==> config.mk <==
export PLATFORM = sky130hd
export DESIGN_NAME = channel_buffer_status_table
export DESIGN_NICKNAME = d
export VERILOG_FILES = /design/src/rtl/core/cbst_pkg.sv /design/src/rtl/core/cbst_ram.sv /design/src/rtl/core/cbst_ctrl.sv /design/src/rtl/core/cbst_dpath.sv /design/src/rtl/core/channel_buffer_status_table.sv
export SDC_FILE = /design/constraint.sdc
export NUM_CORES = 2
export LEC_CHECK = 0
export BUFFER_PORTS_ARGS = -buffer_cell sky130_fd_sc_hd__buf_4
export CORE_MARGIN = 5
export CORE_UTILIZATION = 48
export DETAILED_ROUTE_END_ITERATION = 8
export GPL_ROUTABILITY_DRIVEN = 0
export PLACE_DENSITY = 0.66
export REMOVE_ABC_BUFFERS = 1
export SLEW_MARGIN = 20
export SYNTH_ARGS = -nofsm -noshare
export SYNTH_HDL_FRONTEND = slang
export SYNTH_SLANG_ARGS = --single-unit
==> constraint.sdc <==
create_clock -name i_clk -period 6.6 [get_ports i_clk]
set_clock_uncertainty 0.15 [all_clocks]
set_input_delay 0.33 -clock i_clk [delete_from_list [all_inputs] [get_ports i_clk]]
set_output_delay 0.33 -clock i_clk [all_outputs]
set_load 0.05 [all_outputs]
==> src/rtl/core/cbst_pkg.sv <==
// ----------------------------------------------------------------------------
// Channel buffer status table package
// Request and response types, codes, and the header size estimate.
// ----------------------------------------------------------------------------
package cbst_pkg;

    localparam int unsigned DEF_MAX_USERS    = 8;
    localparam int unsigned DEF_MAX_CHANNELS = 4;
    localparam int unsigned MAX_RESULTS      = 32;
    localparam int unsigned RES_CNT_W        = $clog2(MAX_RESULTS);
    localparam logic [23:0] BYTES_MAX        = 24'hFFFFFF;

    // Request type codes.
    typedef enum logic [1:0] {
        REQ_ENQUEUE = 2'd0,
        REQ_SENT    = 2'd1,
        REQ_REPORT  = 2'd2,
        REQ_UNUSED  = 2'd3
    } t_req_type;

    // Response status codes.
    typedef enum logic [1:0] {
        ST_OK       = 2'd0,
        ST_FULL     = 2'd1,
        ST_INACTIVE = 2'd2,
        ST_UNKNOWN  = 2'd3
    } t_status;

    // Input request payload.
    typedef struct packed {
        logic [1:0]  req_type;
        logic [2:0]  ue_slot;
        logic        um_mode;
        logic [7:0]  sdu_count;
        logic [4:0]  chan_id;
        logic [15:0] byte_count;
    } t_req;

    // Output response payload.
    typedef struct packed {
        logic [1:0]  status;
        logic        entry_valid;
        logic [2:0]  user_rank;
        logic [2:0]  user_slot_out;
        logic [2:0]  user_chan_count;
        logic [4:0]  chan_id_out;
        logic [23:0] queued_bytes;
        logic [8:0]  header_bytes;
        logic        last;
    } t_rsp;

    // One channel entry as held in the table memory.
    typedef struct packed {
        logic [4:0]  ident;
        logic [23:0] bytes;
        logic [8:0]  header;
    } t_entry;

    localparam int unsigned ENTRY_W = $bits(t_entry);

    // Controller states.
    typedef enum logic [2:0] {
        S_IDLE,
        S_CHECK,
        S_SEARCH,
        S_RESP,
        S_REP_USER,
        S_REP_DATA
    } t_state;

    // Commands from the controller to the datapath.
    typedef struct packed {
        logic    cap_req;
        logic    user_clr;
        logic    user_inc;
        logic    chan_clr;
        logic    chan_inc;
        logic    rd_en;
        logic    wr_first;
        logic    wr_update;
        logic    wr_append;
        logic    set_status;
        t_status status;
        logic    rsp_load;
        logic    entry_load;
        logic    rep_start;
        logic    rank_inc;
    } t_cmd;

    // Status from the datapath to the controller.
    typedef struct packed {
        logic [1:0] req_type;
        logic       slot_ok;
        logic       user_act;
        logic       id_match;
        logic       chan_more;
        logic       chan_room;
        logic       out_free;
        logic       any_active;
        logic       entry_last;
    } t_sts;

    // Header estimate: 2 for up to one SDU, else 2 + (3m)/2 + (m mod 2), m = n-1.
    function automatic logic [8:0] hdr_bytes(input logic [7:0] n);
        logic [7:0] m;
        logic [9:0] t;
        m = n - 8'd1;
        t = {2'b00, m} + {1'b0, m, 1'b0};
        if (n <= 8'd1) begin
            return 9'd2;
        end
        return t[9:1] + {8'd0, m[0]} + 9'd2;
    endfunction

endpackage

==> src/rtl/core/cbst_ram.sv <==
// ----------------------------------------------------------------------------
// Generic single-write, single-read RAM
// One write port and one read port with registered read data.
// ----------------------------------------------------------------------------
module cbst_ram #(
    parameter int unsigned WIDTH = 8,
    parameter int unsigned DEPTH = 32,
    localparam int unsigned AW   = (DEPTH > 1) ? $clog2(DEPTH) : 1
) (
    input  logic             i_clk,
    input  logic             i_wr_en,
    input  logic [AW-1:0]    i_wr_addr,
    input  logic [WIDTH-1:0] i_wr_data,
    input  logic             i_rd_en,
    input  logic [AW-1:0]    i_rd_addr,
    output logic [WIDTH-1:0] o_rd_data
);

    logic [WIDTH-1:0] r_mem [DEPTH];
    logic [WIDTH-1:0] r_rd_data;

    // Write port.
    always_ff @(posedge i_clk) begin
        if (i_wr_en) begin
            r_mem[i_wr_addr] <= i_wr_data;
        end
    end

    // Registered read port; data holds while no read is issued.
    always_ff @(posedge i_clk) begin
        if (i_rd_en) begin
            r_rd_data <= r_mem[i_rd_addr];
        end
    end

    assign o_rd_data = r_rd_data;

endmodule

==> src/rtl/core/cbst_ctrl.sv <==
// ----------------------------------------------------------------------------
// Channel buffer status table controller
// Sequences request capture, channel search, updates and the report walk.
// ----------------------------------------------------------------------------
module cbst_ctrl
    import cbst_pkg::*;
(
    input  logic i_clk,
    input  logic i_rst_n,
    input  logic i_req_valid,
    output logic o_req_ready,
    input  t_sts i_sts,
    output t_cmd o_cmd
);

    t_state r_state;
    t_state n_state;

    // State register.
    always_ff @(posedge i_clk) begin
        if (!i_rst_n) begin
            r_state <= S_IDLE;
        end else begin
            r_state <= n_state;
        end
    end

    // Next state.
    always_comb begin
        n_state = r_state;
        case (r_state)
            S_IDLE: begin
                if (i_req_valid) begin
                    n_state = S_CHECK;
                end
            end
            S_CHECK: begin
                case (i_sts.req_type)
                    REQ_ENQUEUE: begin
                        if (i_sts.slot_ok && i_sts.user_act) begin
                            n_state = S_SEARCH;
                        end else begin
                            n_state = S_RESP;
                        end
                    end
                    REQ_SENT: begin
                        if (i_sts.slot_ok && i_sts.user_act) begin
                            n_state = S_SEARCH;
                        end else begin
                            n_state = S_RESP;
                        end
                    end
                    REQ_REPORT: begin
                        if (i_sts.any_active) begin
                            n_state = S_REP_USER;
                        end else begin
                            n_state = S_RESP;
                        end
                    end
                    default: n_state = S_RESP;
                endcase
            end
            S_SEARCH: begin
                if (i_sts.id_match || !i_sts.chan_more) begin
                    n_state = S_RESP;
                end
            end
            S_RESP: begin
                if (i_sts.out_free) begin
                    n_state = S_IDLE;
                end
            end
            S_REP_USER: begin
                if (i_sts.user_act) begin
                    n_state = S_REP_DATA;
                end
            end
            S_REP_DATA: begin
                if (i_sts.out_free) begin
                    if (i_sts.entry_last) begin
                        n_state = S_IDLE;
                    end else if (!i_sts.chan_more) begin
                        n_state = S_REP_USER;
                    end
                end
            end
            default: n_state = S_IDLE;
        endcase
    end

    // Command outputs.
    always_comb begin
        o_cmd        = '0;
        o_cmd.status = ST_OK;
        case (r_state)
            S_IDLE: begin
                if (i_req_valid) begin
                    o_cmd.cap_req    = 1'b1;
                    o_cmd.set_status = 1'b1;
                end
            end
            S_CHECK: begin
                case (i_sts.req_type)
                    REQ_ENQUEUE: begin
                        if (!i_sts.slot_ok) begin
                            o_cmd.set_status = 1'b1;
                            o_cmd.status     = ST_INACTIVE;
                        end else if (!i_sts.user_act) begin
                            o_cmd.wr_first = 1'b1;
                        end else begin
                            o_cmd.chan_clr = 1'b1;
                            o_cmd.rd_en    = 1'b1;
                        end
                    end
                    REQ_SENT: begin
                        if (!i_sts.slot_ok || !i_sts.user_act) begin
                            o_cmd.set_status = 1'b1;
                            o_cmd.status     = ST_INACTIVE;
                        end else begin
                            o_cmd.chan_clr = 1'b1;
                            o_cmd.rd_en    = 1'b1;
                        end
                    end
                    REQ_REPORT: begin
                        if (i_sts.any_active) begin
                            o_cmd.rep_start = 1'b1;
                            o_cmd.user_clr  = 1'b1;
                        end
                    end
                    default: ;
                endcase
            end
            S_SEARCH: begin
                if (i_sts.id_match) begin
                    o_cmd.wr_update = 1'b1;
                end else if (i_sts.chan_more) begin
                    o_cmd.chan_inc = 1'b1;
                    o_cmd.rd_en    = 1'b1;
                end else if (i_sts.req_type == REQ_ENQUEUE) begin
                    if (i_sts.chan_room) begin
                        o_cmd.wr_append = 1'b1;
                    end else begin
                        o_cmd.set_status = 1'b1;
                        o_cmd.status     = ST_FULL;
                    end
                end else begin
                    o_cmd.set_status = 1'b1;
                    o_cmd.status     = ST_UNKNOWN;
                end
            end
            S_RESP: begin
                if (i_sts.out_free) begin
                    o_cmd.rsp_load = 1'b1;
                end
            end
            S_REP_USER: begin
                if (i_sts.user_act) begin
                    o_cmd.chan_clr = 1'b1;
                    o_cmd.rd_en    = 1'b1;
                end else begin
                    o_cmd.user_inc = 1'b1;
                end
            end
            S_REP_DATA: begin
                if (i_sts.out_free) begin
                    o_cmd.entry_load = 1'b1;
                    if (!i_sts.entry_last) begin
                        if (i_sts.chan_more) begin
                            o_cmd.chan_inc = 1'b1;
                            o_cmd.rd_en    = 1'b1;
                        end else begin
                            o_cmd.user_inc = 1'b1;
                            o_cmd.rank_inc = 1'b1;
                        end
                    end
                end
            end
            default: ;
        endcase
    end

    assign o_req_ready = (r_state == S_IDLE);

endmodule

==> src/rtl/core/cbst_dpath.sv <==
// ----------------------------------------------------------------------------
// Channel buffer status table datapath
// Holds the per-user flags and counts, the channel table memory, the
// byte and header arithmetic and the response register.
// ----------------------------------------------------------------------------
module cbst_dpath
    import cbst_pkg::*;
#(
    parameter int unsigned MAX_USERS    = DEF_MAX_USERS,
    parameter int unsigned MAX_CHANNELS = DEF_MAX_CHANNELS
) (
    input  logic i_clk,
    input  logic i_rst_n,
    input  t_req i_req,
    input  t_cmd i_cmd,
    output t_sts o_sts,
    input  logic i_rsp_ready,
    output logic o_rsp_valid,
    output t_rsp o_rsp
);

    localparam int unsigned UW    = (MAX_USERS > 1) ? $clog2(MAX_USERS) : 1;
    localparam int unsigned CIW   = (MAX_CHANNELS > 1) ? $clog2(MAX_CHANNELS) : 1;
    localparam int unsigned CW    = $clog2(MAX_CHANNELS + 1);
    localparam int unsigned DEPTH = MAX_USERS * MAX_CHANNELS;
    localparam int unsigned AW    = (DEPTH > 1) ? $clog2(DEPTH) : 1;

    // Request and walk registers.
    t_req                 r_req;
    t_status              r_status;
    t_status              n_status;
    logic [UW-1:0]        r_user;
    logic [UW-1:0]        n_user;
    logic [CIW-1:0]       r_chan;
    logic [CIW-1:0]       n_chan;
    logic [RES_CNT_W-1:0] r_k;
    logic [RES_CNT_W-1:0] n_k;
    logic [2:0]           r_rank;
    logic [2:0]           n_rank;

    // Per-user state.
    logic [MAX_USERS-1:0] r_active;
    logic [MAX_USERS-1:0] n_active;
    logic [CW-1:0]        r_used [MAX_USERS];
    logic [CW-1:0]        n_used [MAX_USERS];

    // Response register.
    logic r_out_valid;
    logic n_out_valid;
    t_rsp r_out;
    t_rsp n_out;

    // Memory ports.
    logic [AW-1:0]      rd_addr;
    logic [AW-1:0]      wr_addr;
    logic               wr_en;
    t_entry             wr_entry;
    logic [ENTRY_W-1:0] rd_data;
    t_entry             rd_entry;

    // Derived values.
    logic [UW+2:0]   slot_wide;
    logic [UW+2:0]   user_wide;
    logic [CW+2:0]   cnt_wide;
    logic            user_act;
    logic [CW-1:0]   cur_used;
    logic            later_active;
    logic            chan_more;
    logic            out_free;
    logic            entry_last;
    logic [8:0]      hb_req;
    logic [8:0]      hb_sent;
    logic [24:0]     sum_bytes;
    logic [23:0]     upd_bytes;
    logic [CIW-1:0]  wr_chan;
    logic [CW-1:0]   used_inc;

    assign slot_wide = {{UW{1'b0}}, i_req.ue_slot};
    assign user_wide = {3'b000, r_user};
    assign cnt_wide  = {3'b000, cur_used};
    assign rd_entry  = t_entry'(rd_data);
    assign used_inc  = cur_used + 1'b1;

    // Select the flags and channel count of the current user.
    always_comb begin
        user_act     = 1'b0;
        cur_used     = '0;
        later_active = 1'b0;
        for (int j = 0; j < MAX_USERS; j++) begin
            if (UW'(j) == r_user) begin
                user_act = r_active[j];
                cur_used = r_used[j];
            end
            if (32'(j) > 32'(r_user) && r_active[j]) begin
                later_active = 1'b1;
            end
        end
    end

    assign chan_more  = (32'(r_chan) + 32'd1) < 32'(cur_used);
    assign out_free   = !r_out_valid || i_rsp_ready;
    assign entry_last = (r_k == RES_CNT_W'(MAX_RESULTS - 1)) || (!chan_more && !later_active);

    // Status toward the controller.
    always_comb begin
        o_sts            = '0;
        o_sts.req_type   = r_req.req_type;
        o_sts.slot_ok    = 32'(r_req.ue_slot) < MAX_USERS;
        o_sts.user_act   = user_act;
        o_sts.id_match   = (rd_entry.ident == r_req.chan_id);
        o_sts.chan_more  = chan_more;
        o_sts.chan_room  = 32'(cur_used) < MAX_CHANNELS;
        o_sts.out_free   = out_free;
        o_sts.any_active = |r_active;
        o_sts.entry_last = entry_last;
    end

    // Header estimates and saturating byte update.
    assign hb_sent = hdr_bytes(r_req.sdu_count);
    assign hb_req  = r_req.um_mode ? hb_sent : 9'd0;

    always_comb begin
        sum_bytes = {1'b0, rd_entry.bytes} + {9'd0, r_req.byte_count};
        if (r_req.req_type == REQ_ENQUEUE) begin
            upd_bytes = sum_bytes[24] ? BYTES_MAX : sum_bytes[23:0];
        end else if (rd_entry.bytes > {8'd0, r_req.byte_count}) begin
            upd_bytes = rd_entry.bytes - {8'd0, r_req.byte_count};
        end else begin
            upd_bytes = '0;
        end
    end

    // Channel index for the read and for the write.
    always_comb begin
        if (i_cmd.chan_clr) begin
            n_chan = '0;
        end else if (i_cmd.chan_inc) begin
            n_chan = r_chan + 1'b1;
        end else begin
            n_chan = r_chan;
        end
        if (i_cmd.wr_update) begin
            wr_chan = r_chan;
        end else if (i_cmd.wr_append) begin
            wr_chan = CIW'(cur_used);
        end else begin
            wr_chan = '0;
        end
    end

    assign rd_addr = AW'(32'(r_user) * MAX_CHANNELS + 32'(n_chan));
    assign wr_addr = AW'(32'(r_user) * MAX_CHANNELS + 32'(wr_chan));
    assign wr_en   = i_cmd.wr_first || i_cmd.wr_update || i_cmd.wr_append;

    // Entry written to the table.
    always_comb begin
        if (i_cmd.wr_update) begin
            wr_entry.ident  = rd_entry.ident;
            wr_entry.bytes  = upd_bytes;
            wr_entry.header = (r_req.req_type == REQ_ENQUEUE) ? hb_req : hb_sent;
        end else begin
            wr_entry.ident  = r_req.chan_id;
            wr_entry.bytes  = {8'd0, r_req.byte_count};
            wr_entry.header = hb_req;
        end
    end

    cbst_ram #(
        .WIDTH (ENTRY_W),
        .DEPTH (DEPTH)
    ) u_ram (
        .i_clk     (i_clk),
        .i_wr_en   (wr_en),
        .i_wr_addr (wr_addr),
        .i_wr_data (wr_entry),
        .i_rd_en   (i_cmd.rd_en),
        .i_rd_addr (rd_addr),
        .o_rd_data (rd_data)
    );

    // Next values of the walk registers and per-user state.
    always_comb begin
        n_status = i_cmd.set_status ? i_cmd.status : r_status;

        if (i_cmd.user_clr) begin
            n_user = '0;
        end else if (i_cmd.cap_req) begin
            n_user = slot_wide[UW-1:0];
        end else if (i_cmd.user_inc) begin
            n_user = r_user + 1'b1;
        end else begin
            n_user = r_user;
        end

        n_k    = r_k;
        n_rank = r_rank;
        if (i_cmd.rep_start) begin
            n_k    = '0;
            n_rank = '0;
        end else begin
            if (i_cmd.entry_load) begin
                n_k = r_k + 1'b1;
            end
            if (i_cmd.rank_inc) begin
                n_rank = r_rank + 3'd1;
            end
        end

        n_active = r_active;
        for (int j = 0; j < MAX_USERS; j++) begin
            n_used[j] = r_used[j];
            if (UW'(j) == r_user) begin
                if (i_cmd.wr_first) begin
                    n_active[j] = 1'b1;
                    n_used[j]   = CW'(1);
                end else if (i_cmd.wr_append) begin
                    n_used[j] = used_inc;
                end
            end
        end
    end

    // Response register next value.
    always_comb begin
        n_out       = r_out;
        n_out_valid = r_out_valid && !i_rsp_ready;
        if (i_cmd.rsp_load) begin
            n_out        = '0;
            n_out.status = r_status;
            n_out.last   = 1'b1;
            n_out_valid  = 1'b1;
        end else if (i_cmd.entry_load) begin
            n_out.status          = ST_OK;
            n_out.entry_valid     = 1'b1;
            n_out.user_rank       = r_rank;
            n_out.user_slot_out   = user_wide[2:0];
            n_out.user_chan_count = cnt_wide[2:0];
            n_out.chan_id_out     = rd_entry.ident;
            n_out.queued_bytes    = rd_entry.bytes;
            n_out.header_bytes    = rd_entry.header;
            n_out.last            = entry_last;
            n_out_valid           = 1'b1;
        end
    end

    // Control state.
    always_ff @(posedge i_clk) begin
        if (!i_rst_n) begin
            r_active    <= '0;
            r_out_valid <= 1'b0;
            r_k         <= '0;
            r_rank      <= '0;
            for (int j = 0; j < MAX_USERS; j++) begin
                r_used[j] <= '0;
            end
        end else begin
            r_active    <= n_active;
            r_out_valid <= n_out_valid;
            r_k         <= n_k;
            r_rank      <= n_rank;
            for (int j = 0; j < MAX_USERS; j++) begin
                r_used[j] <= n_used[j];
            end
        end
    end

    // Payload registers.
    always_ff @(posedge i_clk) begin
        if (i_cmd.cap_req) begin
            r_req <= i_req;
        end
        r_status <= n_status;
        r_user   <= n_user;
        r_chan   <= n_chan;
        r_out    <= n_out;
    end

    assign o_rsp_valid = r_out_valid;
    assign o_rsp       = r_out;

endmodule

==> src/rtl/core/channel_buffer_status_table.sv <==
// ----------------------------------------------------------------------------
// Channel buffer status table
// Keeps queued and header byte counts per user slot and logical channel.
// ----------------------------------------------------------------------------
// Requests arrive on i_req with i_req_valid/o_req_ready and responses leave
// on o_rsp with o_rsp_valid/i_rsp_ready. One request is worked on at a time;
// o_req_ready is high only while the controller is idle.
// Enqueue and sent requests give one response with last set. The channel
// search behind them does one table memory read per cycle.
// A report gives one response per held channel, users in slot order; the
// walk decodes the request, opens each active user and passes each inactive
// slot; at most 32 responses, the final one with last.
// A report with no active user gives one empty response.
// Responses sit in an output register; while the receiver stalls the walk
// pauses and the pending response holds. Reset clears all users, the
// response register and the controller; the table memory needs no clearing
// because only entries written since a user opened are ever read.
// ----------------------------------------------------------------------------
module channel_buffer_status_table
    import cbst_pkg::*;
#(
    parameter int unsigned MAX_USERS    = DEF_MAX_USERS,
    parameter int unsigned MAX_CHANNELS = DEF_MAX_CHANNELS
) (
    input  logic i_clk,
    input  logic i_rst_n,
    input  logic i_req_valid,
    output logic o_req_ready,
    input  t_req i_req,
    output logic o_rsp_valid,
    input  logic i_rsp_ready,
    output t_rsp o_rsp
);

    t_cmd cmd;
    t_sts sts;

    // Request sequencing.
    cbst_ctrl u_ctrl (
        .i_clk       (i_clk),
        .i_rst_n     (i_rst_n),
        .i_req_valid (i_req_valid),
        .o_req_ready (o_req_ready),
        .i_sts       (sts),
        .o_cmd       (cmd)
    );

    // Table storage and arithmetic.
    cbst_dpath #(
        .MAX_USERS    (MAX_USERS),
        .MAX_CHANNELS (MAX_CHANNELS)
    ) u_dpath (
        .i_clk       (i_clk),
        .i_rst_n     (i_rst_n),
        .i_req       (i_req),
        .i_cmd       (cmd),
        .o_sts       (sts),
        .i_rsp_ready (i_rsp_ready),
        .o_rsp_valid (o_rsp_valid),
        .o_rsp       (o_rsp)
    );

endmodule

==> run_results.csv <==
group,metric,value,unit
worst_setup_path,setup.worst_path.start_class,"flop",
cts,cts_buffers,145,
power_and_ir_drop,irDropWorstVdd,511.4,uV
worst_setup_path,r2r_end,"u_dpath.u_ram.o_rd_data[1]",
routing,drt_pass1_iterations,6,
routing,vias,41220,
grt,grt-ovfl-total,0,
grt,antenna_found_initial,5,
power_and_ir_drop,power_density,411.8,nW/um2
worst_setup_path,worstPathCellList,"inv_1, ha_2, clkinv_1, and3_1, a222oi_1, nor3_1, a211oi_1, a21oi_1, inv_1, ha_1, nor2b_1, o21a_1, a311o_1, nor3_4, o21a_4, buf_12, nor2_1, a2111oi_0, nand4_1",
job,max_cap_violations,0,
worst_setup_path,crit_path_end_kind,"flop",
min_path,worstHoldPathCells,2,
synth,syn_area,58430,um2
worst_setup_path,arrival,6.44,ns
worst_setup_path,reg2reg_slack,0.51,ns
routing,drt_iter0_markers,6482,
floorplan,dieWidth,358.9,um
final_layout,fillers,9875,
sta,hold_viol,0,
sta,maxSlewViolCount,0,
status,status,"finished, final reports clean",
synth,synth_top_flop_cell,"edfxtp_1",
sta,hold_ws,0.1022,ns
routing,wl_per_cell,30.22,um
sta,worst_slack,0.5082,ns
min_path,min_path_type,"in2reg",
cts,clock_sinks,1388,
worst_setup_path,crit_required,6.95,ns
cts,tritoncts,"built",
floorplan,dieArea,128800,um2
grt,grt_max_degree,201,
routing,ant_nets,0,
final_layout,drive_gt1_share,13.87,%
sta,setup_viol,0,
sta,min_period_over_period,92.30,%
cts,cts_setup_buffers,0,
floorplan,start_util,48.13,%
grt,track_usage,28.14,%
routing,routed_wl,187500,um
placed_design,dp_hpwl,99520,um
floorplan,rows,128,
min_path,worstHoldStart,"i_req[22]",
placed_design,postPlaceCellArea,62100,um2
cts,clk_pin_slew_worst_paths,0.07,ns
worst_setup_path,crit_cells,19,
sta,rsz0062_at_grt,"no",
min_path,hold_end,"u_dpath.r_req[22]",
worst_setup_path,critPathTopFamily,"compound AO/OA/AOI/OAI gates",
placed_design,post-place-ws,0.2549,ns
synth,syn_area_per_cell,13.34,um2
final_layout,area_delta_synth_final,14.69,%
final_layout,fin_nets,4564,
sta,fin_crit,6.092,ns
cts,cts_buffer_depth,3,
worst_setup_path,crit_top_cell,"inv_1",
final_layout,fin_area,67020,um2
sta,fmax,164.2,MHz
worst_setup_path,r2r-start,"u_dpath.r_user[0]",
cts,clockRootBuffer,"clkbuf_16",
worst_setup_path,reg2reg_depth,19,
synth,synth_edf_count,1290,
synth,synth_seq_cells,1388,
grt,grt_pass1_wl,270300,um
worst_setup_path,critPathMaxFanout,111,
cts,clk_latency,0.79,ns
worst_setup_path,cp_slowest_cell,"a2111oi_0",
routing,via_per_inst,6.644,
synth,synth-async-reset-ratio,0,%
synth,syn_inst,4379,
floorplan,core_area,121400,um2
synth,yosys_warnings,0,
cts,htreeDepth,4,
floorplan,die_h,358.9,um
sta,slew_headroom,20.06,%
routing,drc,0,
power_and_ir_drop,p_leak,21.68,nW
synth,yosys.cell_types.count,79,
synth,yosysSeqAreaShare,69.65,%
worst_setup_path,max_stage_delay,0.56,ns
worst_setup_path,path_class,"reg2reg",
grt,grt_pass1_vias,39290,
placed_design,portBuffers,91,
worst_setup_path,worst-path-buf-inv,4,
floorplan,pin_count,92,
sta,worst_pin_slew,1.199,ns
[power by group]
part / switching, W / internal, W / total [W]
combinational: 0.00621 / 0.00257 / 0.00878
clock: 0.00346 / 0.00425 / 0.00771
sequential: 0.000327 / 0.0108 / 0.0111
total: 0.0100 / 0.0176 / 0.0276
[metrics by stage]
stage / TNS (ns) / utilization, % / power [W] / instances
floorplan: -823.00 / - / 0.01635 / 4006
global placement: 0 / 51.16 / 0.01963 / 5900
detailed placement: 0 / 51.16 / 0.01979 / 5900
CTS: 0 / 55.18 / 0.02747 / 6202
global route: 0 / 55.20 / 0.02866 / 6203
finish: 0 / 55.21 / 0.02760 / 6204
[synthesized netlist by cell type, types with 10 or more instances]
library cell	instances	share of area, %
edfxtp_1	1290	66
o21ai_0	523	4.5
nand3_1	511	4.4
clkbuf_1	337	2.2
a21oi_1	288	2.5
a211oi_1	267	3.4
nor2_1	126	0.81
a2111oi_0	124	1.9
dfxtp_1	98	3.4
nand2_1	91	0.58
mux2_2	85	1.6
inv_1	59	0.38
ha_1	55	1.2
a22o_1	48	0.72
nand4_1	45	0.48
mux2_1	39	0.75
nor4_1	39	0.42
nor3_1	27	0.23
xnor2_1	25	0.37
nand2b_1	22	0.24
buf_2	21	0.18
mux2i_1	19	0.33
xor2_1	18	0.27
a21o_1	16	0.21
nor2b_1	14	0.15
and2_1	13	0.14
and3_1	12	0.13
a31oi_1	10	0.11
o211ai_1	10	0.13
o21a_1	10	0.13
[flip-flops by register name (all words and copies together) (netlist names)]
signal	flops
u_dpath.o_rsp	51
u_dpath.r_status	2
u_dpath.r_active	8
u_dpath.r_rank	3
u_dpath.u_ram.r_mem	1216
u_dpath.o_rsp_valid	1
u_dpath.r_k	5
u_dpath.r_user	3
u_dpath.u_ram.o_rd_data	38
u_dpath.o_sts	2
u_dpath.r_used	24
u_dpath.r_req	30
u_dpath.r_chan	2
u_ctrl.r_state	3
[kinds of logic (layout without fill, tap and decap cells)]
family,Yosys count,in the layout,share of synthesized area (%)
other,0,1,0
AO/OA/AOI/OAI,1383,1383,14.82
flip-flops,1388,1388,69.65
buffers and inverters,433,632,2.923
multiplexers,143,143,2.715
adder cells (fa/ha/maj),58,58,1.280
XOR/XNOR,43,43,0.6445
AND/OR/NAND/NOR,931,931,7.972
[routing by layer]
layer | global-route usage, % | vias up | wire length, um
met5 | 0 | - | 16
met4 | 11.95 | 2 | 7975
met3 | 6.469 | 410 | 22700
met2 | 42.28 | 2707 | 83580
met1 | 39.72 | 20640 | 73230
li1 | - | 17460 | -
[timing repair]
| action | 4_1_cts | 5_1_grt |
|---|---|---|
| endpoints found under the setup margin | 0 | 32 |
| endpoints found under the hold margin | 73 | 0 |
| resized for setup | 0 | 2 |
| hold buffers | 44 | 0 |
[area by class of cell]
cell class / count / area [um2] / share of cell area, %
Sequential cell: 1388 / 40700 / 60.73
Multi-Input combinational cell: 2558 / 16540 / 24.69
Clock buffer: 183 / 3864 / 5.765
Timing Repair Buffer: 314 / 3072 / 4.583
Tap cell: 1625 / 2033 / 3.034
Clock inverter: 75 / 579.3 / 0.8644
Inverter: 60 / 225.2 / 0.3361
Antenna cell: 1 / 2.502 / 0.003734
[how the worst max path moves through the flow]
stage / from / slack (ns) / end
after CTS: u_dpath.r_user[0] / 0.20 / u_dpath.u_ram.o_rd_data[30]
after detailed placement: u_dpath.r_user[0] / 0.25 / u_dpath.u_ram.o_rd_data[30]
after global placement: u_dpath.r_user[0] / 0.42 / u_dpath.u_ram.o_rd_data[30]
after floorplan: u_dpath.r_user[0] / -21.14 / u_dpath.u_ram.o_rd_data[27]
after global routing: u_dpath.r_user[0] / 0.09 / u_dpath.u_ram.o_rd_data[30]
final: u_dpath.r_user[0] / 0.51 / u_dpath.u_ram.o_rd_data[1]
[layout by cell type (no fill, tap or decap), types with 37 or more instances in the layout]
master         Yosys  layout
a2111oi_0        124     123
a211oi_1         267     265
a21oi_1          288     284
a22o_1            48      48
buf_12             0      48
buf_4              3     221
clkbuf_16          0     147
dfxtp_1           98      98
dlygate4sd3_1      0      44
edfxtp_1        1290    1290
ha_1              55      54
inv_1             59      58
mux2_1            39      39
mux2_2            85      85
nand2_1           91      86
nand3_1          511     508
nand4_1           45      45
nor2_1           126      88
nor2_4             0      37
nor4_1            39      39
o21ai_0          523     521
[worst reg2reg max path, delay by kind of cell (launching register included)]
kind            cells  cell delay, ns
buf+inv             4            0.97
fa+ha+maj           2            0.66
simple gates        6            1.45
flops               1            0.31
compound gates      7            2.28
No activity file was read; power rests on OpenSTA's default activity.
